[src/hdl/rpv_pkg.sv]
// shared constants, types and register codes for the region pixel value replacer
package rpv_pkg;

  localparam int COORD_BITS = 16;
  localparam int INDEX_BITS = 14;
  localparam int SIZE_BITS  = INDEX_BITS + 1;
  localparam int PIX_W      = 64;

  // bound width covers x +/- |y| and size - coord without overflow
  localparam int BND_W  = ((COORD_BITS > SIZE_BITS) ? COORD_BITS : SIZE_BITS) + 2;
  localparam int MAG_W  = BND_W;
  localparam int DIST_W = BND_W + 1;
  localparam int SQ_W   = 2 * MAG_W;
  localparam int WW_W   = 2 * MAG_W + 1;
  localparam int LPL_W  = SQ_W + MAG_W;
  localparam int LPH_W  = SQ_W + SQ_W - MAG_W;
  localparam int RPL_W  = SQ_W + MAG_W;
  localparam int RPH_W  = SQ_W + WW_W - MAG_W;
  localparam int LHS_W  = 2 * SQ_W;
  localparam int RHS_W  = SQ_W + WW_W;

  localparam int DATA_W = 64;
  localparam int ADDR_W = 6;
  localparam int REG_LSB = 3;

  localparam logic [PIX_W-1:0] NAN_BITS  = 64'h7FF8_0000_0000_0000;
  localparam logic [PIX_W-1:0] PINF_BITS = 64'h7FF0_0000_0000_0000;
  localparam logic [PIX_W-1:0] NINF_BITS = 64'hFFF0_0000_0000_0000;

  // region type bits in mode[1:0]
  localparam int TYPE_OUT_BIT = 0;
  localparam int TYPE_ELL_BIT = 1;

  typedef enum logic [2:0] {
    REG_MODE        = 3'd0,
    REG_COORD_ONE   = 3'd1,
    REG_COORD_TWO   = 3'd2,
    REG_COORD_THREE = 3'd3,
    REG_COORD_FOUR  = 3'd4,
    REG_REPLACEMENT = 3'd5,
    REG_WIDTH       = 3'd6,
    REG_HEIGHT      = 3'd7
  } reg_idx_t;

  typedef enum logic [1:0] {
    STYLE_CORNER = 2'd0,
    STYLE_CENTRE = 2'd1,
    STYLE_BORDER = 2'd2
  } style_t;

  typedef enum logic [1:0] {
    CHOICE_USER = 2'd0,
    CHOICE_NAN  = 2'd1,
    CHOICE_PINF = 2'd2,
    CHOICE_NINF = 2'd3
  } choice_t;

  typedef struct packed {
    logic [5:0]                   mode;
    logic signed [COORD_BITS-1:0] coord_one;
    logic signed [COORD_BITS-1:0] coord_two;
    logic signed [COORD_BITS-1:0] coord_three;
    logic signed [COORD_BITS-1:0] coord_four;
    logic [PIX_W-1:0]             replacement_bits;
    logic [SIZE_BITS-1:0]         image_width;
    logic [SIZE_BITS-1:0]         image_height;
  } cfg_t;

  typedef struct packed {
    logic [PIX_W-1:0]        pixel;
    logic [PIX_W-1:0]        newv;
    logic [1:0]              rtype;
    logic [INDEX_BITS-1:0]   row;
    logic [INDEX_BITS-1:0]   col;
    logic signed [BND_W-1:0] lf;
    logic signed [BND_W-1:0] rt;
    logic signed [BND_W-1:0] tp;
    logic signed [BND_W-1:0] bt;
  } s1_t;

  typedef struct packed {
    logic [PIX_W-1:0]  pixel;
    logic [PIX_W-1:0]  newv;
    logic [1:0]        rtype;
    logic              rect_in;
    logic [MAG_W-1:0]  bm;
    logic [DIST_W-1:0] v;
    logic [MAG_W-1:0]  amag;
    logic              aneg;
    logic [DIST_W-1:0] d;
  } s2_t;

  typedef struct packed {
    logic [PIX_W-1:0] pixel;
    logic [PIX_W-1:0] newv;
    logic [1:0]       rtype;
    logic             rect_in;
    logic             ell_ok;
    logic [SQ_W-1:0]  dd;
    logic [SQ_W-1:0]  bb;
    logic [SQ_W-1:0]  aa;
    logic [WW_W-1:0]  ww;
  } s3_t;

  typedef struct packed {
    logic [PIX_W-1:0] pixel;
    logic [PIX_W-1:0] newv;
    logic [1:0]       rtype;
    logic             rect_in;
    logic             ell_ok;
    logic [LPL_W-1:0] lp_lo;
    logic [LPH_W-1:0] lp_hi;
    logic [RPL_W-1:0] rp_lo;
    logic [RPH_W-1:0] rp_hi;
  } s4_t;

endpackage

[src/hdl/rpv_front.sv]
// stages one and two: region bounds, rectangle test and ellipse distances
module rpv_front (
  input  logic                           clk,
  input  logic                           en1,
  input  logic                           en2,
  input  rpv_pkg::cfg_t                  cfg,
  input  logic [rpv_pkg::PIX_W-1:0]      pixel_in,
  input  logic [rpv_pkg::INDEX_BITS-1:0] row_index,
  input  logic [rpv_pkg::INDEX_BITS-1:0] col_index,
  output rpv_pkg::s2_t                   s2
);
  import rpv_pkg::*;

  s1_t s1, s1_next;
  s2_t s2_next;

  logic signed [BND_W-1:0] x1, y1, x2, y2, ax2, ay2, wd, ht;

  always_comb begin
    x1  = BND_W'(cfg.coord_one);
    y1  = BND_W'(cfg.coord_two);
    x2  = BND_W'(cfg.coord_three);
    y2  = BND_W'(cfg.coord_four);
    ax2 = (x2 < 0) ? -x2 : x2;
    ay2 = (y2 < 0) ? -y2 : y2;
    wd  = signed'(BND_W'(cfg.image_width));
    ht  = signed'(BND_W'(cfg.image_height));

    s1_next.pixel = pixel_in;
    s1_next.rtype = cfg.mode[1:0];
    s1_next.row   = row_index;
    s1_next.col   = col_index;

    case (style_t'(cfg.mode[3:2]))
      STYLE_CENTRE: begin
        s1_next.lf = x1 - ax2;
        s1_next.rt = x1 + ax2;
        s1_next.tp = y1 - ay2;
        s1_next.bt = y1 + ay2;
      end
      STYLE_BORDER: begin
        s1_next.lf = x1;
        s1_next.rt = wd - x2;
        s1_next.tp = y1;
        s1_next.bt = ht - y2;
      end
      default: begin
        s1_next.lf = (x1 < x2) ? x1 : x2;
        s1_next.rt = (x1 < x2) ? x2 : x1;
        s1_next.tp = (y1 < y2) ? y1 : y2;
        s1_next.bt = (y1 < y2) ? y2 : y1;
      end
    endcase

    case (choice_t'(cfg.mode[5:4]))
      CHOICE_USER: s1_next.newv = cfg.replacement_bits;
      CHOICE_NAN:  s1_next.newv = NAN_BITS;
      CHOICE_PINF: s1_next.newv = PINF_BITS;
      CHOICE_NINF: s1_next.newv = NINF_BITS;
      default:     s1_next.newv = NINF_BITS;
    endcase
  end

  always_ff @(posedge clk) begin
    if (en1) begin
      s1 <= s1_next;
    end
  end

  logic signed [BND_W-1:0] r, c;
  logic signed [BND_W:0]   bdiff, adiff, tsum, lsum;
  logic signed [BND_W+1:0] vdiff, ddiff;
  logic [BND_W:0]          bmag, amag;
  logic [BND_W+1:0]        vmag, dmag;

  // all ellipse quantities in doubled units so the centre stays integral
  always_comb begin
    r     = signed'(BND_W'(s1.row));
    c     = signed'(BND_W'(s1.col));
    bdiff = (BND_W+1)'(s1.bt) - (BND_W+1)'(s1.tp);
    adiff = (BND_W+1)'(s1.rt) - (BND_W+1)'(s1.lf);
    tsum  = (BND_W+1)'(s1.tp) + (BND_W+1)'(s1.bt);
    lsum  = (BND_W+1)'(s1.lf) + (BND_W+1)'(s1.rt);
    vdiff = ((BND_W+2)'(r) <<< 1) - (BND_W+2)'(tsum);
    ddiff = ((BND_W+2)'(c) <<< 1) - (BND_W+2)'(lsum);
    bmag  = bdiff[BND_W] ? -bdiff : bdiff;
    amag  = adiff[BND_W] ? -adiff : adiff;
    vmag  = vdiff[BND_W+1] ? -vdiff : vdiff;
    dmag  = ddiff[BND_W+1] ? -ddiff : ddiff;

    s2_next.pixel   = s1.pixel;
    s2_next.newv    = s1.newv;
    s2_next.rtype   = s1.rtype;
    s2_next.rect_in = (r >= s1.tp) && (r <= s1.bt) && (c >= s1.lf) && (c <= s1.rt);
    s2_next.bm      = bmag[MAG_W-1:0];
    s2_next.amag    = amag[MAG_W-1:0];
    s2_next.aneg    = adiff[BND_W];
    s2_next.v       = vmag[DIST_W-1:0];
    s2_next.d       = dmag[DIST_W-1:0];
  end

  always_ff @(posedge clk) begin
    if (en2) begin
      s2 <= s2_next;
    end
  end

endmodule

[config.mk]
export PLATFORM = sky130hd
export DESIGN_NAME = rpv_front
export DESIGN_NICKNAME = d
export VERILOG_FILES = /design/src/hdl/rpv_pkg.sv /design/src/hdl/rpv_front.sv
export SDC_FILE = /design/constraint.sdc
export NUM_CORES = 1
export LEC_CHECK = 0
export CORE_ASPECT_RATIO = 0.6
export CORE_MARGIN = 2
export CORE_UTILIZATION = 50
export CTS_CLUSTER_SIZE = 28
export DETAILED_ROUTE_END_ITERATION = 6
export DONT_BUFFER_PORTS = 1
export GPL_TIMING_DRIVEN = 0
export SLEW_MARGIN = 20
export SYNTH_ARGS = -nofsm -noshare
export SYNTH_HDL_FRONTEND = slang
export SYNTH_SLANG_ARGS = --single-unit
[constraint.sdc]
create_clock -name clk -period 9.6 [get_ports clk]
set_input_delay 0.96 -clock clk [delete_from_list [all_inputs] [get_ports clk]]
set_output_delay 0.96 -clock clk [all_outputs]
set_load 0.01 [all_outputs]
==> results.toml, run 1 <==
[logic_synthesis]
synth_flop_cell = "edfxtp_1"
syn_inst = 2582
synthesis.area_mm2 = 0.02837
synth_cell_type_count = 85
yosysWarnings = 0
yosysTopAreaCellShare_pct = 45.94
synthArstFlopShare_pct = 0
seq_area_frac_synth_pct = 45.94
synth-edff-count = 434
synth_top_cells_by_area = "edfxtp_1 46%, ha_1 13%, xnor2_1 5.0%"
yosysTopAreaCell = "edfxtp_1"
synth-seq-cells = 434
synth.avg_cell_area_um2 = 10.99

[worst_hold_path]
hold_class = "reg2reg"
min_to = "s2[134]$_DFFE_PP_"
hold_path.startpoint = "s1[158]$_DFFE_PP_"
min_path_cells = 0

[critical_path]
arrival_ns = 5.41
start_kind = "register"
path_class = "reg2reg"
endpoint_kind = "register"
ff2ff_path_depth = 13
r2r_slack_ns = 4.52
critPathMaxFanout = 6
r2r_end = "s2[56]$_DFFE_PP_"
worstReg2RegStart = "s1[22]$_DFFE_PP_"
crit_required_ns = 9.93

[timing]
post-route-period-util_pct = 52.90
max_clock_freq_mhz = 196.9
hold_viol = 0
fin_skew_ns = 0.04174
whs_ns = 0.4122
rsz0062_at_grt = "no"
tightest_slew_ns = 1.081
relSlewSlack_pct = 25.86
period_needed_ns = 5.079
finalSetupViolCount = 0
setup-tns-final_ns = 0
finalMaxSlewViolations = 0

[drt]
ant_nets = 0
vias = 20270
viasPerCell = 5.917
drc = 1
dr.pass1.iters = 7
avgRoutedWirePerCell_um = 24.06
drt_iter0_drc = 2364
drt_wl_total_mm = 82.44

[global_routing]
met1_usage_pct = 43.01
grt_max_degree = 231
grt.busiest_layer = "met1"
grtUsageMet2_pct = 36.70
grt_pass1_vias = 18870
gr-usage-met3_pct = 8.376
grt_pass1_wl_mm = 120.9
gr-total-overflow = 0
grt_usage_pct = 27.37
antenna_found_initial = 8

[pwr]
leakagePower_nw = 12.46
finalPower_mw = 7.299
irDropWorstVdd_mv = 0.1444
power.density_mw_per_mm2 = 237.1

[cells_and_area]
final_area_mm2 = 0.03078
drive_gt1_share_pct = 3.456
area_delta_synth_final_pct = 8.485
stdcell_count = 3426
layout.nets = 3230

[placed_design]
postPlaceCellArea_mm2 = 0.02933
dp_hpwl_mm = 65.59
port_buffers = 0
gp_congestion = 0.9517
dp_cells = 3344

[clock_tree]
cts_buffers = 42
clock-sinks = 434
postCtsResizedCells = 0
h-tree-depth = 2
ctsLongestPathBuffers = 3
cts_tree = "done"
root_buffer = "clkbuf_16"
hold_buffers = 0
clk_pin_slew_ns = 0.07
post-cts-setup-buffers = 0
insertion_delay_ns = 0.59

[floorplanning]
core_mm2 = 0.05591
die_w_um = 311.5
die-area_mm2 = 0.05872
start_util_pct = 50.74
rows = 67
ioPinCount = 465
die_h_um = 188.5

[outcome]
violations = "DRC"
status = "finished, violations left"

[run]
maxCapViolations = 0
-- cell usage in the layout, fill, tap and decap left out, drive strengths merged, types with 27 or more instances in the layout --
cell type  instances
a21o              61
a21oi            191
a221oi            45
a31oi             32
and2              58
clkbuf           113
edfxtp           434
fa                36
ha               306
inv              263
mux2i             38
nand2            100
nand3             38
nor2             159
nor2b             34
nor3              48
o21ai            112
o21bai            27
or3               35
xnor2            163
xor2              60
-- logic make-up (layout without fill, tap and decap cells) --
| kind of cell | Yosys count | after routing | share of synthesized area (%) |
|---|---|---|---|
| xor+xnor | 223 | 223 | 6.885 |
| buf+inv | 328 | 405 | 4.375 |
| fa+ha+maj | 342 | 342 | 16.04 |
| mux | 46 | 46 | 1.658 |
| compound gates | 634 | 634 | 14.72 |
| other cells | 2 | 10 | 0.02647 |
| flops | 434 | 434 | 45.94 |
| simple gates | 573 | 573 | 10.36 |
-- worst max-delay path by stage --
| stage | startpoint | to | slack (ns) | cells after the start |
|---|---|---|---|---|
| floorplan | cfg[111] | s1[53]$_DFFE_PP_ | 5.49 | 17 |
| global placement | cfg[125] | s1[70]$_DFFE_PP_ | 4.61 | 16 |
| detailed placement | cfg[111] | s1[70]$_DFFE_PP_ | 4.52 | 16 |
| CTS | s1[22]$_DFFE_PP_ | s2[56]$_DFFE_PP_ | 4.64 | 13 |
| global route | s1[22]$_DFFE_PP_ | s2[56]$_DFFE_PP_ | 4.30 | 13 |
| finish | s1[22]$_DFFE_PP_ | s2[56]$_DFFE_PP_ | 4.52 | 13 |
-- power by group --
group / total, mW / internal, mW / leakage (nW) / switching (mW)
Combinational: 2.75 / 1.10 / 7.53 / 1.66
Sequential: 2.81 / 2.55 / 4.24 / 0.261
Clock: 1.73 / 0.984 / 0.700 / 0.749
Total: 7.30 / 4.63 / 12.5 / 2.67
-- final cells by class --
cell class	instances	area [um2]
inverter	257	964.7
fill	4836	25140
antenna	5	12.51
clock inverter	28	356.6
clock buffer	49	1077
tap	759	949.7
multi-input combinational	1823	14110
sequential	434	13030
buffer	71	276.5
-- per-stage QoR --
step                setup WS (ns)  utilization (%)
floorplan                   5.486                -
global placement            4.611            52.46
detailed placement          4.524            52.46
CTS                         4.638            55.02
global route                4.297            55.04
finish                      4.521            55.04
-- registers in the layout, indices dropped and copies added, names as in the netlist --
signal	flops
s2	204
s1	202
c	14
r	14
-- per-layer routing --
| layer | vias to the layer above | wire [um] |
|---|---|---|
| li1 | 9525 | - |
| met1 | 9814 | 39830 |
| met2 | 869 | 32520 |
| met3 | 62 | 8976 |
| met4 | 2 | 1097 |
| met5 | - | 13 |
-- critical path: stages, from the launching register on --
cell and delay (ns):
edfxtp_1 0.36, inv_1 0.16, fa_1 0.45, ha_1 0.39
a2111oi_0 0.59, o31ai_1 0.27, nand3_1 0.30, and2_1 0.21
xnor2_1 0.21, nor2_1 0.13, nor4b_1 0.84, nor3b_1 0.56
a31oi_1 0.19, xnor2_1 0.16
-- synth_stat cells (35+ instances only) --
master / n
a21o_1: 61
xnor2_1: 163
xor2_1: 60
a221oi_1: 45
inv_1: 257
and2_1: 58
nor3_1: 46
a21oi_1: 191
nand3_1: 38
fa_1: 36
nor2_1: 159
edfxtp_1: 434
o21ai_0: 99
mux2i_1: 38
clkbuf_1: 64
or3_1: 35
ha_1: 306
nand2_1: 100
Power figures use the tool's default switching activity.
==> run 2, diff against run 1 <==
clock period = 4.75 ns   (was 9.6 ns; I/O delays follow)
==> results.toml, run 2 (same netlist as run 1, synthesis figures left out) <==
[drt]
ant_nets = 0
drt_iter0_drc = 2257
wl_met1_mm = 40.22
drc = 0
vias = 20690
top_layer = "met5"
drt_wl_total_mm = 83.60
avgRoutedWirePerCell_um = 23.74
dr_wl_met2_mm = 33.16
met3WireLength_mm = 9.088
dr.pass1.iters = 6
viasPerCell = 5.875

[clock_tree]
post-cts-setup-buffers = 0
root_buffer = "clkbuf_16"
cts_buffers = 42
cts_tree = "done"
insertion_delay_ns = 0.60
ctsLongestPathBuffers = 3
clock-sinks = 434
h-tree-depth = 2
clk_pin_slew_ns = 0.07

[cells_and_area]
multiInputGateArea_mm2 = 0.01413
final_area_mm2 = 0.03176
seq_area_mm2 = 0.01303
top_regs = "s2 x204, s1 x202"
layout.nets = 3325
final_cell_mix = "434 x edfxtp_1, 306 x ha_1, 257 x inv_1, 191 x a21oi_1, 163 x xnor2_1"
area_delta_synth_final_pct = 11.93
stdcell_count = 3522
num-fill-cells = 4757
drive_gt1_share_pct = 3.446
largest_reg_flops = 204
regMostFlops = "s2"
final_common_cell = "edfxtp_1"

[timing]
max_clock_freq_mhz = 218.5
setup-tns-final_ns = 0
period_needed_ns = 4.576
rsz0062_at_grt = "no"
tightest_slew_ns = 1.171
fin_skew_ns = 0.04054
relSlewSlack_pct = 21.90
finalMaxSlewViolations = 0
finalSetupViolCount = 0
post-route-period-util_pct = 96.34
hold_viol = 0
setup_ws_ns = 0.1739

[floorplanning]
die_h_um = 188.5
start_util_pct = 50.74
die-area_mm2 = 0.05872
die_w_um = 311.5
ioPinCount = 465
core_mm2 = 0.05591
rows = 67

[critical_path]
critPathMaxFanout = 9
cp_slowest_cell = "mux2i_1"
path_common_cell = "inv_1"
cpPeakStageDelay_ns = 0.93
path_cells = "inv_1, ha_1, inv_1, fa_1, nand2b_4, a2111o_1, nand2_1, a211oi_1, nor3_1, o2111ai_1, nor2b_1, mux2i_1, nor2_1, xnor2_1"
arrival_ns = 4.90
crit_required_ns = 5.07
crit_family = "compound AO/OA/AOI/OAI gates"
path_class = "reg2reg"
endpoint_kind = "register"
start_kind = "register"
path_buf_inv = 2

[pwr]
p_sw_share_pct = 36.56
combinationalPowerShare_pct = 38.1
seqPwrFrac_pct = 38.2
finalPower_mw = 14.85
p_clk_share_pct = 23.7
power.density_mw_per_mm2 = 467.8
p_switching_mw = 5.432
irDropWorstVdd_mv = 0.2929
intPower_mw = 9.423
leakagePower_nw = 12.86

[placed_design]
dp_cells = 3344
postPlaceCellArea_mm2 = 0.02933
port_buffers = 0
gp_congestion = 0.9517
dp_slack_ns = -0.1756
dp_hpwl_mm = 65.59

[outcome]
status = "complete, no violations"

[global_routing]
grt_usage_pct = 27.74
grt_pass1_wl_mm = 122.8
grt_max_degree = 223
antenna_found_initial = 8
gr-total-overflow = 0
grt_pass1_vias = 19330

[worst_hold_path]
hold_class = "in2reg"

[run]
maxCapViolations = 0
run 2: through the flow:
stage	util (%)	hold WS [ns]
global route	56.79	0.04022
global placement	52.46	0.4004
floorplan	-	0.4003
detailed placement	52.46	0.4045
finish	56.79	0.06714
CTS	56.73	0.02352
run 2: worst paths after layout:
path | cells past startpoint | start | slack [ns] | to
max reg2reg | 14 | s1[0]$_DFFE_PP_ | 0.17 | s2[60]$_DFFE_PP_
min reg2reg | 0 | s1[158]$_DFFE_PP_ | 0.41 | s2[134]$_DFFE_PP_
min | 1 | cfg[87] | 0.07 | s1[159]$_DFFE_PP_
max | 14 | s1[0]$_DFFE_PP_ | 0.17 | s2[60]$_DFFE_PP_
run 2: power groups by stage:
| stage | Clock (mW) | Combinational, mW | Sequential [mW] |
|---|---|---|---|
| 2_1_floorplan | 0 | 4.17 | 5.58 |
| 3_3_place_gp | 0 | 5.29 | 5.77 |
| 3_5_place_dp | 0 | 5.41 | 5.78 |
| 4_1_cts | 3.59 | 5.52 | 5.70 |
| 5_1_grt | 3.74 | 6.25 | 5.72 |
| 6_report | 3.51 | 5.66 | 5.68 |
run 2: timing repair:
item	4_1_cts	5_1_grt
hold buffers	95	0
hold endpoints to repair	103	0
setup endpoints to repair	3	12
gates resized for setup	1	4
run 2: worst register-to-register path, stage by stage (launching register included):
cell,delay (ns)
edfxtp_1,0.41
inv_1,0.11
ha_1,0.17
inv_1,0.06
fa_1,0.47
nand2b_4,0.11
a2111o_1,0.26
nand2_1,0.14
a211oi_1,0.62
nor3_1,0.20
o2111ai_1,0.22
nor2b_1,0.29
mux2i_1,0.93
nor2_1,0.16
xnor2_1,0.18
run 2: layout make-up:
type	instances	area share, %
Antenna cell	6	0.04728
Buffer	71	0.8708
Clock buffer	49	3.392
Clock inverter	28	1.123
Inverter	257	3.038
Multi-Input combinational cell	1823	44.50
Sequential cell	434	41.04
Tap cell	759	2.991
Timing Repair Buffer	95	2.994
run 2: metal layers:
layer,vias to the layer above,global-route usage (%)
met4,2,5.203
met2,923,37.53
met3,61,8.199
met5,-,0
li1,9727,-
met1,9977,43.48
