$ cat src/hdl/rpv_pkg.sv
// shared constants, types and register codes for the region pixel value replacer
package rpv_pkg;

  localparam int COORD_BITS = 16;
  localparam int INDEX_BITS = 14;
  localparam int SIZE_BITS  = INDEX_BITS + 1;
  localparam int PIX_W      = 64;

  // bound width covers x +/- |y| and size - coord without overflow
  localparam int BND_W  = ((COORD_BITS > SIZE_BITS) ? COORD_BITS : SIZE_BITS) + 2;
  localparam int MAG_W  = BND_W;
  localparam int DIST_W = BND_W + 1;
  localparam int SQ_W   = 2 * MAG_W;
  localparam int WW_W   = 2 * MAG_W + 1;
  localparam int LPL_W  = SQ_W + MAG_W;
  localparam int LPH_W  = SQ_W + SQ_W - MAG_W;
  localparam int RPL_W  = SQ_W + MAG_W;
  localparam int RPH_W  = SQ_W + WW_W - MAG_W;
  localparam int LHS_W  = 2 * SQ_W;
  localparam int RHS_W  = SQ_W + WW_W;

  localparam int DATA_W = 64;
  localparam int ADDR_W = 6;
  localparam int REG_LSB = 3;

  localparam logic [PIX_W-1:0] NAN_BITS  = 64'h7FF8_0000_0000_0000;
  localparam logic [PIX_W-1:0] PINF_BITS = 64'h7FF0_0000_0000_0000;
  localparam logic [PIX_W-1:0] NINF_BITS = 64'hFFF0_0000_0000_0000;

  // region type bits in mode[1:0]
  localparam int TYPE_OUT_BIT = 0;
  localparam int TYPE_ELL_BIT = 1;

  typedef enum logic [2:0] {
    REG_MODE        = 3'd0,
    REG_COORD_ONE   = 3'd1,
    REG_COORD_TWO   = 3'd2,
    REG_COORD_THREE = 3'd3,
    REG_COORD_FOUR  = 3'd4,
    REG_REPLACEMENT = 3'd5,
    REG_WIDTH       = 3'd6,
    REG_HEIGHT      = 3'd7
  } reg_idx_t;

  typedef enum logic [1:0] {
    STYLE_CORNER = 2'd0,
    STYLE_CENTRE = 2'd1,
    STYLE_BORDER = 2'd2
  } style_t;

  typedef enum logic [1:0] {
    CHOICE_USER = 2'd0,
    CHOICE_NAN  = 2'd1,
    CHOICE_PINF = 2'd2,
    CHOICE_NINF = 2'd3
  } choice_t;

  typedef struct packed {
    logic [5:0]                   mode;
    logic signed [COORD_BITS-1:0] coord_one;
    logic signed [COORD_BITS-1:0] coord_two;
    logic signed [COORD_BITS-1:0] coord_three;
    logic signed [COORD_BITS-1:0] coord_four;
    logic [PIX_W-1:0]             replacement_bits;
    logic [SIZE_BITS-1:0]         image_width;
    logic [SIZE_BITS-1:0]         image_height;
  } cfg_t;

  typedef struct packed {
    logic [PIX_W-1:0]        pixel;
    logic [PIX_W-1:0]        newv;
    logic [1:0]              rtype;
    logic [INDEX_BITS-1:0]   row;
    logic [INDEX_BITS-1:0]   col;
    logic signed [BND_W-1:0] lf;
    logic signed [BND_W-1:0] rt;
    logic signed [BND_W-1:0] tp;
    logic signed [BND_W-1:0] bt;
  } s1_t;

  typedef struct packed {
    logic [PIX_W-1:0]  pixel;
    logic [PIX_W-1:0]  newv;
    logic [1:0]        rtype;
    logic              rect_in;
    logic [MAG_W-1:0]  bm;
    logic [DIST_W-1:0] v;
    logic [MAG_W-1:0]  amag;
    logic              aneg;
    logic [DIST_W-1:0] d;
  } s2_t;

  typedef struct packed {
    logic [PIX_W-1:0] pixel;
    logic [PIX_W-1:0] newv;
    logic [1:0]       rtype;
    logic             rect_in;
    logic             ell_ok;
    logic [SQ_W-1:0]  dd;
    logic [SQ_W-1:0]  bb;
    logic [SQ_W-1:0]  aa;
    logic [WW_W-1:0]  ww;
  } s3_t;

  typedef struct packed {
    logic [PIX_W-1:0] pixel;
    logic [PIX_W-1:0] newv;
    logic [1:0]       rtype;
    logic             rect_in;
    logic             ell_ok;
    logic [LPL_W-1:0] lp_lo;
    logic [LPH_W-1:0] lp_hi;
    logic [RPL_W-1:0] rp_lo;
    logic [RPH_W-1:0] rp_hi;
  } s4_t;

endpackage

$ cat src/hdl/rpv_cfg.sv
// apb register file holding mode, coordinates, replacement value and image size
module rpv_cfg (
  input  logic                         clk,
  input  logic                         rst,
  input  logic                         psel,
  input  logic                         penable,
  input  logic                         pwrite,
  input  logic [rpv_pkg::ADDR_W-1:0]   paddr,
  input  logic [rpv_pkg::DATA_W-1:0]   pwdata,
  output logic [rpv_pkg::DATA_W-1:0]   prdata,
  output logic                         pready,
  output rpv_pkg::cfg_t                cfg
);
  import rpv_pkg::*;

  logic [ADDR_W-REG_LSB-1:0] idx;
  logic                      wr;

  assign idx    = paddr[ADDR_W-1:REG_LSB];
  assign wr     = psel && penable && pwrite && pready;
  assign pready = 1'b1;

  always_ff @(posedge clk) begin
    if (rst) begin
      cfg.mode             <= '0;
      cfg.coord_one        <= '0;
      cfg.coord_two        <= '0;
      cfg.coord_three      <= '0;
      cfg.coord_four       <= '0;
      cfg.replacement_bits <= '0;
      cfg.image_width      <= SIZE_BITS'(1);
      cfg.image_height     <= SIZE_BITS'(1);
    end else if (wr) begin
      case (idx)
        REG_MODE:        cfg.mode             <= pwdata[5:0];
        REG_COORD_ONE:   cfg.coord_one        <= signed'(pwdata[COORD_BITS-1:0]);
        REG_COORD_TWO:   cfg.coord_two        <= signed'(pwdata[COORD_BITS-1:0]);
        REG_COORD_THREE: cfg.coord_three      <= signed'(pwdata[COORD_BITS-1:0]);
        REG_COORD_FOUR:  cfg.coord_four       <= signed'(pwdata[COORD_BITS-1:0]);
        REG_REPLACEMENT: cfg.replacement_bits <= pwdata[PIX_W-1:0];
        REG_WIDTH:       cfg.image_width      <= pwdata[SIZE_BITS-1:0];
        REG_HEIGHT:      cfg.image_height     <= pwdata[SIZE_BITS-1:0];
        default: begin
        end
      endcase
    end
  end

  always_comb begin
    case (idx)
      REG_MODE:        prdata = DATA_W'(cfg.mode);
      REG_COORD_ONE:   prdata = DATA_W'(cfg.coord_one);
      REG_COORD_TWO:   prdata = DATA_W'(cfg.coord_two);
      REG_COORD_THREE: prdata = DATA_W'(cfg.coord_three);
      REG_COORD_FOUR:  prdata = DATA_W'(cfg.coord_four);
      REG_REPLACEMENT: prdata = DATA_W'(cfg.replacement_bits);
      REG_WIDTH:       prdata = DATA_W'(cfg.image_width);
      REG_HEIGHT:      prdata = DATA_W'(cfg.image_height);
      default:         prdata = '0;
    endcase
  end

endmodule

$ cat config.mk
export PLATFORM = sky130hd
export DESIGN_NAME = rpv_cfg
export DESIGN_NICKNAME = d
export VERILOG_FILES = /design/src/hdl/rpv_pkg.sv /design/src/hdl/rpv_cfg.sv
export SDC_FILE = /design/constraint.sdc
export NUM_CORES = 1
export LEC_CHECK = 0
export BUFFER_PORTS_ARGS = -buffer_cell sky130_fd_sc_hd__buf_2
export CELL_PAD_IN_SITES_DETAIL_PLACEMENT = 0
export CELL_PAD_IN_SITES_GLOBAL_PLACEMENT = 1
export CORE_ASPECT_RATIO = 1.75
export CORE_MARGIN = 3
export CORE_UTILIZATION = 36
export DETAILED_ROUTE_END_ITERATION = 10
export GPL_TIMING_DRIVEN = 0
export HOLD_SLACK_MARGIN = 0.02
export PLACE_DENSITY = 0.86
export SKIP_LAST_GASP = 1
export SLEW_MARGIN = 25
export SYNTH_ARGS = -nofsm -noshare
export SYNTH_HDL_FRONTEND = slang
export SYNTH_SLANG_ARGS = --single-unit
export TNS_END_PERCENT = 100
$ cat constraint.sdc
create_clock -name clk -period 2.2 [get_ports clk]
set_clock_uncertainty 0.05 [all_clocks]
set_input_delay 0.44 -clock clk [delete_from_list [all_inputs] [get_ports clk]]
set_output_delay 0.44 -clock clk [all_outputs]
set_load 0.01 [all_outputs]
==> impl_summary.txt, run 1 <==
----------------------------------------------------
[Timing]
  Transition at the pin with the smallest max-transition slack ... 0.584 ns
  Final count of pins violating max slew ... 0
  Total setup violations reported at the end of the flow ... 1
  Worst slew margin relative to its limit ... 61.1%
  Fin. Hold Viols ... 0
  Portion of the clock cycle consumed by the worst path in the final layout ... 105%
  Unrepaired setup endpoints after global routing ... true
  Final critical path time including I/O delays and setup ... 2.30 ns
  Final setup TNS ... -0.100 ns
  Setup slack after layout ... -0.100 ns
  Achievable Freq ... 0.435 GHz
  Worst hold-check slack ... 0.216 ns

[Finish]
  Area occupied by multi-input gates ... 0.00450 mm^2
  Register bank with the most flops ... cfg
  Final cell count without fillers ... 1504
  Signed area change from the synthesized netlist to the final layout ... 35.4%
  Number of filler instances in the final layout ... 2123
  Fraction of final layout cells sized beyond drive strength 1 ... 36.8%
  Commonest cells after routing, fill and taps aside ... buf_2, nand2b_1, dfxtp_1
  Diode insertion count for antenna repair ... 0
  Commonest non-fill, non-tap cell in the layout ... buf_2
  Net total in the final layout ... 1270
  Post-layout util ... 49.6%
  Flip-flop count of the largest register, all copies and words added ... 164
  Area of all sequential standard cells ... 0.00329 mm^2
  Largest registers ... cfg x164

[Clock network]
  Cts hold-fix bufs ... 0
  TritonCTS clock tree ... done
  H-Tree Level Count ... 4
  Clock Sinks ... 164
  Max Buffers Root-to-Sink ... 2
  Insertion delay to the later sink of the worst-skew pair ... 0.43 ns
  Clock transition at the registers of the reported paths ... 0.06 ns
  CTS buffer count ... 17
  Buffer type at the clock tree root ... clkbuf_16

[Route]
  Via count ... 7784
  DR WL/cell ... 20.9 um
  Pre-antenna DRT Iters ... 4
  Number of nets still failing antenna checks after routing ... 0
  Iteration-0 DRC count of the detailed router ... 516
  Total Routed Length ... 31.4 mm
  Remaining routing DRC violations ... 0
  Average via count per standard cell ... 5.18

[Place]
  Final HPWL DP ... 24.3 mm
  Number of port buffers ... 298
  Final weighted congestion in routability-driven placement ... 0.940
  Instance count after placement with tap cells included ... 1465

[Global routing]
  Pin count of the biggest net entering global routing ... 20
  Global-route wire length before repair ... 46.7 mm
  GRT Util Overall ... 25.2%
  Initial antenna violation count ... 1
  Global route overflow ... 0
  Vias in the first global route ... 7822

[Power and ir drop]
  Leakage component of the power ... 0.00565 uW
  Power per unit of standard cell area ... 621 mW/mm^2
  Final Power ... 6800 uW
  Max rail drop VDD ... 0.436 mV

[Worst setup path]
  Worst path buffer plus inverter count ... 4
  Timing startpoint of the critical path ... paddr[5]
  Slowest Stage Delay on Critical Path ... 0.30 ns
  FF-to-FF End ... cfg[17]
  R2r startpoint ... cfg[17]
  Worst-path cell with the longest stage delay ... a31oi_4
  Crit path max-delay family ... buffers and inverters
  Data required, critical path ... 1.71 ns
  Critical path arrival ... 1.81 ns
  Category of the worst setup path launch point ... primary input
  Crit path max fanout ... 10
  Ordered list of cells on the worst path ... buf_2, clkbuf_4, buf_2, nand3_1, a31oi_4, buf_2
  Number of cells on the worst reg-to-reg path ... 2
  Nature of the critical path endpoint ... output pin
  Critical path class ... primary input to output pin
  Top cell by count, worst path ... buf_2
  Setup slack of the most critical reg-to-reg path ... 1.44 ns

[Die]
  Die Area ... 0.0244 mm^2
  Std-Cell Core Area ... 0.0221 mm^2
  Die X-Extent ... 119 um
  Number of placement rows ... 72
  Top-level I/O count ... 304
  Initial Util ... 36.6%
  Die H ... 204 um

[Min path]
  Beginning of the worst hold path ... pwdata[60]
  Terminating pin of the worst hold path ... cfg[90]
  Path class of the lowest-slack min-delay path ... primary input to flop
  Cells on Worst Hold Path ... 3

[Logic synthesis]
  Cells after Synth ... 871
  Post-synthesis cell type count ... 35
  Syn nets ... 946
  Netlist area before placement ... 0.00809 mm^2
  Mean Syn Cell Area ... 9.29 um^2
  Seq/Total Area, Yosys ... 40.6%
  Number of storage elements in the synthesis netlist ... 164
  Synth warn ... 0

[Run status]
  Result of the run ... complete, but fails checks
  Violations in the final reports ... setup timing

[Run]
  Number of violations of the max-capacitance limit ... 0

----------------------------------------------------
-- routing by layer --
layer / share of wire (%) / vias up / global-route usage, %
met2: 54 / 304 / 46.8
met4: 5.1 / 2 / 13.9
met3: 5.5 / 78 / 5.43
met1: 36 / 3737 / 26.0
met5: 0.022 / - / 0
li1: - / 3663 / -
-- where the power goes --
group          total (uW)  internal, uW  switching (uW)
sequential           3010          2990            19.7
clock                3210          1880            1330
combinational         585           249             335
total                6800          5120            1690
-- logic make-up (layout without fill, tap and decap cells) --
| family | after synthesis | count (layout) | share of synthesized area, % |
|---|---|---|---|
| and+or+nand+nor | 379 | 379 | 28.1 |
| DFF | 164 | 164 | 40.6 |
| muxes | 142 | 142 | 18.7 |
| buffers and inverters | 93 | 430 | 5.65 |
| AOI/OAI and AO/OA | 92 | 92 | 6.91 |
| other | 1 | 1 | 0.0464 |
-- cell type report --
class	count	area share, %
multi-input cells	614	41.1
well taps	296	3.38
inverters	5	0.171
flip-flops and latches	164	30.0
clock inverters	11	1.51
clock buffers	21	4.20
repair buffers	309	14.6
plain buffers	84	5.07
-- how the worst max path moves through the flow --
stage,end,slack [ns],cells past startpoint
after floorplan,prdata[11],0.17,5
after global placement,prdata[14],-0.40,7
after detailed placement,prdata[14],-0.39,7
after CTS,prdata[36],-0.04,5
after global routing,prdata[2],-0.13,6
final,prdata[2],-0.10,6
-- through the flow --
step	worst slack (ns)	area, um^2
after CTS	-0.0359	10800
after floorplan	0.170	8090
final	-0.100	11000
after global routing	-0.127	11000
after detailed placement	-0.390	9950
after global placement	-0.398	9950
-- what timing repair did --
action	4_1_cts	5_1_grt
endpoints found under the setup margin	64	56
pin swaps	4	5
buffers inserted	3	6
gates resized for setup	59	28
cloned	2	0
-- worst reg2reg max path: stages (launching register included) --
cell and delay (ns):
dfxtp_1 0.44, nand2b_1 0.08, mux2i_1 0.12
-- synthesized netlist by cell type --
master	number	share of area, %
and2_4	2	0.22
mux4_2	5	1.4
mux2i_1	116	14
dfxtp_1	164	41
nand2_2	6	0.46
nor2_1	14	0.65
buf_2	25	1.5
nor3b_1	6	0.56
a31oi_1	6	0.46
inv_1	5	0.23
nand2b_1	184	14
o21ai_0	48	3.0
and2_1	1	0.077
nand3b_1	2	0.19
a32oi_1	5	0.54
buf_1	8	0.37
o221ai_1	4	0.43
a221oi_1	6	0.65
mux2_2	21	2.9
nand3_1	51	3.2
and4b_1	1	0.12
conb_1	1	0.046
nor2b_1	5	0.39
buf_4	10	0.93
clkbuf_1	39	1.8
and3b_1	1	0.11
a21oi_1	9	0.56
a21o_1	1	0.093
buf_6	5	0.70
a22oi_1	13	1.2
nand4b_1	48	5.2
clkbuf_2	1	0.062
and4_1	1	0.11
or3_1	1	0.077
nand2_1	56	2.6
Power figures use the tool's default switching activity.
==> run 2: changes to the inputs <==
Settings changed: REMOVE_ABC_BUFFERS set to 1.
==> run 2 against run 1 <==
The run now ends clean; sequential share of layout area rose by 1.1 points; register-to-register slack barely moved; critical path depth fell by 1; die area did not move; first-iteration DRC count rose by 6.8%; sequential power barely moved; wire length fell by 9.5%; cell count fell by 5.0%; via count fell by 5.3%; clock power barely moved; sequential cell count did not move; worst setup slack improved by 0.17 ns; largest power group unchanged.
==> impl_summary.txt, run 2 (same netlist as run 1, synthesis figures left out) <==
----------------------------------------------------
[Run status]
  Result of the run ... completed

[Finish]
  Net total in the final layout ... 1195
  Fraction of final layout cells sized beyond drive strength 1 ... 34.7%
  Commonest cells after routing, fill and taps aside ... buf_2, nand2b_1, dfxtp_1
  Post-layout util ... 47.7%
  Signed area change from the synthesized netlist to the final layout ... 30.3%
  Commonest non-fill, non-tap cell in the layout ... buf_2
  Flip-flop count of the largest register, all copies and words added ... 164
  Area of all sequential standard cells ... 0.00328 mm^2
  Area occupied by multi-input gates ... 0.00445 mm^2
  Design area ... 0.0105 mm^2
  Register bank with the most flops ... cfg
  Diode insertion count for antenna repair ... 0
  Number of filler instances in the final layout ... 2129
  Largest registers ... cfg x164

[Global routing]
  Vias in the first global route ... 6981
  Global route overflow ... 0
  Global-route wire length before repair ... 41.6 mm
  GRT Util Overall ... 21.9%
  Pin count of the biggest net entering global routing ... 161
  Initial antenna violation count ... 0

[Place]
  Number of port buffers ... 299
  Cell area after placement ... 0.00967 mm^2
  Worst-case setup slack after placement ... -1.09 ns
  Final HPWL DP ... 18.4 mm
  Final weighted congestion in routability-driven placement ... 0.752

[Clock network]
  H-Tree Level Count ... 4
  Clock Sinks ... 164
  Buffer type at the clock tree root ... clkbuf_16
  TritonCTS clock tree ... done
  CTS buffer count ... 17
  Insertion delay to the later sink of the worst-skew pair ... 0.43 ns
  Clock transition at the registers of the reported paths ... 0.07 ns
  Max Buffers Root-to-Sink ... 2

[Worst setup path]
  Data required, critical path ... 1.71 ns
  Timing startpoint of the critical path ... paddr[3]
  R2r startpoint ... cfg[72]
  Category of the worst setup path launch point ... primary input
  Critical path arrival ... 1.64 ns
  Critical path destination ... prdata[10]
  Critical path class ... primary input to output pin
  Nature of the critical path endpoint ... output pin
  Setup slack of the most critical reg-to-reg path ... 1.45 ns
  Number of cells on the worst reg-to-reg path ... 2
  Crit path max fanout ... 40
  FF-to-FF End ... cfg[72]

[Route]
  DR WL/cell ... 19.9 um
  Total Routed Length ... 28.4 mm
  Remaining routing DRC violations ... 0
  Pre-antenna DRT Iters ... 5
  Via count ... 7369
  Iteration-0 DRC count of the detailed router ... 551
  Number of nets still failing antenna checks after routing ... 0
  Average via count per standard cell ... 5.16

[Timing]
  Unrepaired setup endpoints after global routing ... true
  Achievable Freq ... 0.469 GHz
  Final setup TNS ... 0 ns
  Final critical path time including I/O delays and setup ... 2.13 ns
  Final count of pins violating max slew ... 0
  Total setup violations reported at the end of the flow ... 0
  Worst hold-check slack ... 0.217 ns
  Fin. Hold Viols ... 0
  Worst slew margin relative to its limit ... 49.8%
  Portion of the clock cycle consumed by the worst path in the final layout ... 97.0%
  Transition at the pin with the smallest max-transition slack ... 0.751 ns
  Setup slack after layout ... 0.0665 ns

[Die]
  Top-level I/O count ... 304
  Die H ... 204 um
  Die X-Extent ... 119 um
  Number of placement rows ... 72
  Die Area ... 0.0244 mm^2
  Initial Util ... 36.6%
  Std-Cell Core Area ... 0.0221 mm^2

[Power and ir drop]
  Max rail drop VDD ... 0.619 mV
  Leakage component of the power ... 0.00540 uW
  Power per unit of standard cell area ... 642 mW/mm^2

[Min path]
  Path class of the lowest-slack min-delay path ... primary input to flop

[Run]
  Number of violations of the max-capacitance limit ... 0

----------------------------------------------------
==> run 2: through the flow <==
stage	total power [uW]	cells
6_report	6770	1429
5_1_grt	6990	1429
4_1_cts	6830	1423
3_5_place_dp	3580	1384
3_3_place_gp	3560	1378
2_1_floorplan	3290	783
==> run 2: where the power goes <==
group / total, uW / internal, uW / switching (uW)
Clock: 3240 / 1910 / 1330
Sequential: 3010 / 2990 / 17.1
Combinational: 523 / 227 / 296
Total: 6770 / 5130 / 1640
==> run 2: worst min-delay path by stage <==
stage                     startpoint       end  slack (ns)  cells after the start
after global placement      cfg[130]  cfg[130]        0.42                      2
after detailed placement    cfg[127]  cfg[127]        0.43                      2
after CTS                 pwdata[33]   cfg[63]        0.20                      3
after global routing      pwdata[55]   cfg[85]        0.22                      3
after floorplan             cfg[127]  cfg[127]        0.45                      2
final                     pwdata[24]   cfg[54]        0.22                      3
==> run 2: layer usage <==
layer | vias up | track usage [%] | wire length, um
li1 | 3523 | - | -
met1 | 3538 | 24.6 | 10900
met2 | 279 | 39.9 | 14900
met3 | 29 | 5.73 | 1950
met4 | 0 | 6.96 | 650
met5 | - | 0 | 0
==> run 2: layout make-up <==
cell class	count	area share, %
tap	296	3.51
inverter	5	0.178
clock inverter	15	1.94
clock buffer	17	4.04
multi-input combinational	617	42.3
timing repair buffer	315	16.9
sequential	164	31.2
==> run 2: repair_timing <==
item                                    in CTS  in global routing
hold buffers                                 0                  0
pin swaps                                    1                  2
setup buffers                                6                  3
cloned                                       1                  3
gates resized for setup                     23                  4
endpoints found under the setup margin     206                 50
==> run 2: critical path: stages <==
cell and delay [ns]:
buf_16 0.23, mux2_2 0.37, a221oi_1 0.34, a21oi_1 0.08
buf_2 0.16
==> run 3: changes to the inputs <==
Settings changed: CORE_MARGIN 3 to 2, CORE_UTILIZATION 36 to 30, PLACE_DENSITY 0.86 to 0.74.
==> run 3 against run 2 <==
Cell count increased by 2.0%; global-route usage decreased by 2.2 points; wire length unchanged; critical endpoint is now prdata[4]; via count decreased by 1.8%; largest power group unchanged; register-to-register slack about the same.
==> impl_summary.txt, run 3 (same netlist as run 1, synthesis figures left out) <==
----------------------------------------------------
[Timing]
  Achievable Freq ... 0.471 GHz
  Final critical path time including I/O delays and setup ... 2.12 ns
  Worst slew margin relative to its limit ... 50.0%
  Unrepaired setup endpoints after global routing ... false
  Final setup TNS ... 0 ns
  Total setup violations reported at the end of the flow ... 0
  Setup slack after layout ... 0.0785 ns
  Final count of pins violating max slew ... 0
  Portion of the clock cycle consumed by the worst path in the final layout ... 96.4%
  Fin. Hold Viols ... 0
  Worst hold-check slack ... 0.201 ns
  Transition at the pin with the smallest max-transition slack ... 0.748 ns

[Place]
  Final HPWL DP ... 19.0 mm
  Cell area after placement ... 0.00972 mm^2
  Final weighted congestion in routability-driven placement ... 0.750
  Instance count after placement with tap cells included ... 1412
  Worst-case setup slack after placement ... -1.43 ns
  Number of port buffers ... 299

[Finish]
  Design area ... 0.0106 mm^2
  Register bank with the most flops ... cfg
  Commonest cells after routing, fill and taps aside ... buf_2, nand2b_1, dfxtp_1
  Largest registers ... cfg x164
  Net total in the final layout ... 1195
  Fraction of final layout cells sized beyond drive strength 1 ... 34.9%
  Signed area change from the synthesized netlist to the final layout ... 31.6%
  Flip-flop count of the largest register, all copies and words added ... 164
  Final cell count without fillers ... 1458
  Commonest non-fill, non-tap cell in the layout ... buf_2

[Run]
  Number of violations of the max-capacitance limit ... 0

[Route]
  DR WL/cell ... 19.5 um
  Pre-antenna DRT Iters ... 4
  Remaining routing DRC violations ... 0
  Iteration-0 DRC count of the detailed router ... 228
  Number of nets still failing antenna checks after routing ... 0
  Average via count per standard cell ... 4.97
  Total Routed Length ... 28.4 mm
  Via count ... 7240

[Global routing]
  Global-route wire length before repair ... 42.5 mm
  Global route overflow ... 0
  Vias in the first global route ... 7076
  GRT Util Overall ... 19.6%
  Pin count of the biggest net entering global routing ... 121
  Initial antenna violation count ... 1

[Worst setup path]
  Number of cells on the worst reg-to-reg path ... 2
  Data required, critical path ... 1.71 ns
  Crit path max fanout ... 38
  FF-to-FF End ... cfg[67]
  Category of the worst setup path launch point ... primary input
  Critical path arrival ... 1.63 ns
  Setup slack of the most critical reg-to-reg path ... 1.45 ns
  Nature of the critical path endpoint ... output pin
  R2r startpoint ... cfg[67]
  Critical path class ... primary input to output pin

[Power and ir drop]
  Clock network fraction of design power ... 48.6%
  Share of total power consumed by net switching ... 23.3%
  Register share of total power ... 43.5%
  Net switching power ... 1610 uW
  Design internal power ... 5300 uW
  Power per unit of standard cell area ... 649 mW/mm^2
  Leakage component of the power ... 0.00544 uW
  Max rail drop VDD ... 0.636 mV
  Combinational Power Share ... 7.9%

[Die]
  Die H ... 221 um
  Die Area ... 0.0283 mm^2
  Die X-Extent ... 128 um
  Top-level I/O count ... 304
  Initial Util ... 30.4%
  Number of placement rows ... 79
  Std-Cell Core Area ... 0.0266 mm^2

[Min path]
  Cells on Worst Hold Path ... 3
  Terminating pin of the worst hold path ... cfg[60]
  Path class of the lowest-slack min-delay path ... primary input to flop
  Beginning of the worst hold path ... pwdata[30]

[Clock network]
  Max Buffers Root-to-Sink ... 2
  CTS buffer count ... 17
  Insertion delay to the later sink of the worst-skew pair ... 0.44 ns
  TritonCTS clock tree ... done
  Clock Sinks ... 164
  H-Tree Level Count ... 4
  Buffer type at the clock tree root ... clkbuf_16
  Clock transition at the registers of the reported paths ... 0.06 ns

[Run status]
  Result of the run ... completed

----------------------------------------------------
-- run 3: changes by cell type in the layout (fill, tap and decap cells not counted), sizes merged, moves of 2 or more --
cell,delta
inv,-4
a21o,-3
clkbuf,+3
buf,+2
-- run 3: worst max-delay path by stage --
stage / start / endpoint / slack (ns) / cells after the start
floorplan: paddr[4] / cfg[100] / -1.22 / 3
global placement: paddr[5] / cfg[101] / -4.84 / 4
detailed placement: paddr[3] / prdata[39] / -1.43 / 6
CTS: paddr[3] / prdata[9] / 0.02 / 6
global route: paddr[5] / prdata[4] / 0.002 / 6
finish: paddr[5] / prdata[4] / 0.08 / 6
-- run 3: what timing repair did --
action / in CTS / in global routing
pin swaps: 1 / 1
cloned: 1 / 1
endpoints found under the setup margin: 206 / 49
resized for setup: 25 / 3
buffers inserted: 11 / 0
hold buffers: 0 / 0
-- run 3: power groups by stage --
stage	logic, uW	clock network [uW]	registers [uW]
3_3_place_gp	491	0	3070
5_1_grt	586	3550	3010
6_report	543	3360	3010
2_1_floorplan	209	0	3080
3_5_place_dp	509	0	3070
4_1_cts	542	3470	3010
-- run 3: metrics by stage --
stage	power, uW	util (%)
after floorplan	3290	-
after global placement	3570	35.9
after detailed placement	3580	36.6
after CTS	7020	39.9
after global routing	7150	40.0
final	6910	40.0
-- run 3: critical path: stages --
cell and delay (ns):
buf_8 0.25, and3b_4 0.28, buf_12 0.20, a22oi_1 0.11
a31oi_1 0.16, buf_2 0.17
-- run 3: final cells by class --
cell class / instances / area (um^2)
Tap cell: 324 / 405
Clock inverter: 13 / 205
Antenna cell: 1 / 2.50
Timing Repair Buffer: 318 / 1860
Multi-Input combinational cell: 614 / 4420
Clock buffer: 19 / 453
Inverter: 5 / 18.8
Fill cell: 2703 / 15900
Sequential cell: 164 / 3280
-- run 3: layer usage --
layer / vias up / GRT usage (%) / share of wire, %
met4: 0 / 6.63 / 2.2
met3: 31 / 4.98 / 5.6
met2: 244 / 36.1 / 53
met1: 3440 / 21.6 / 39
li1: 3525 / - / -
met5: - / 0 / 0
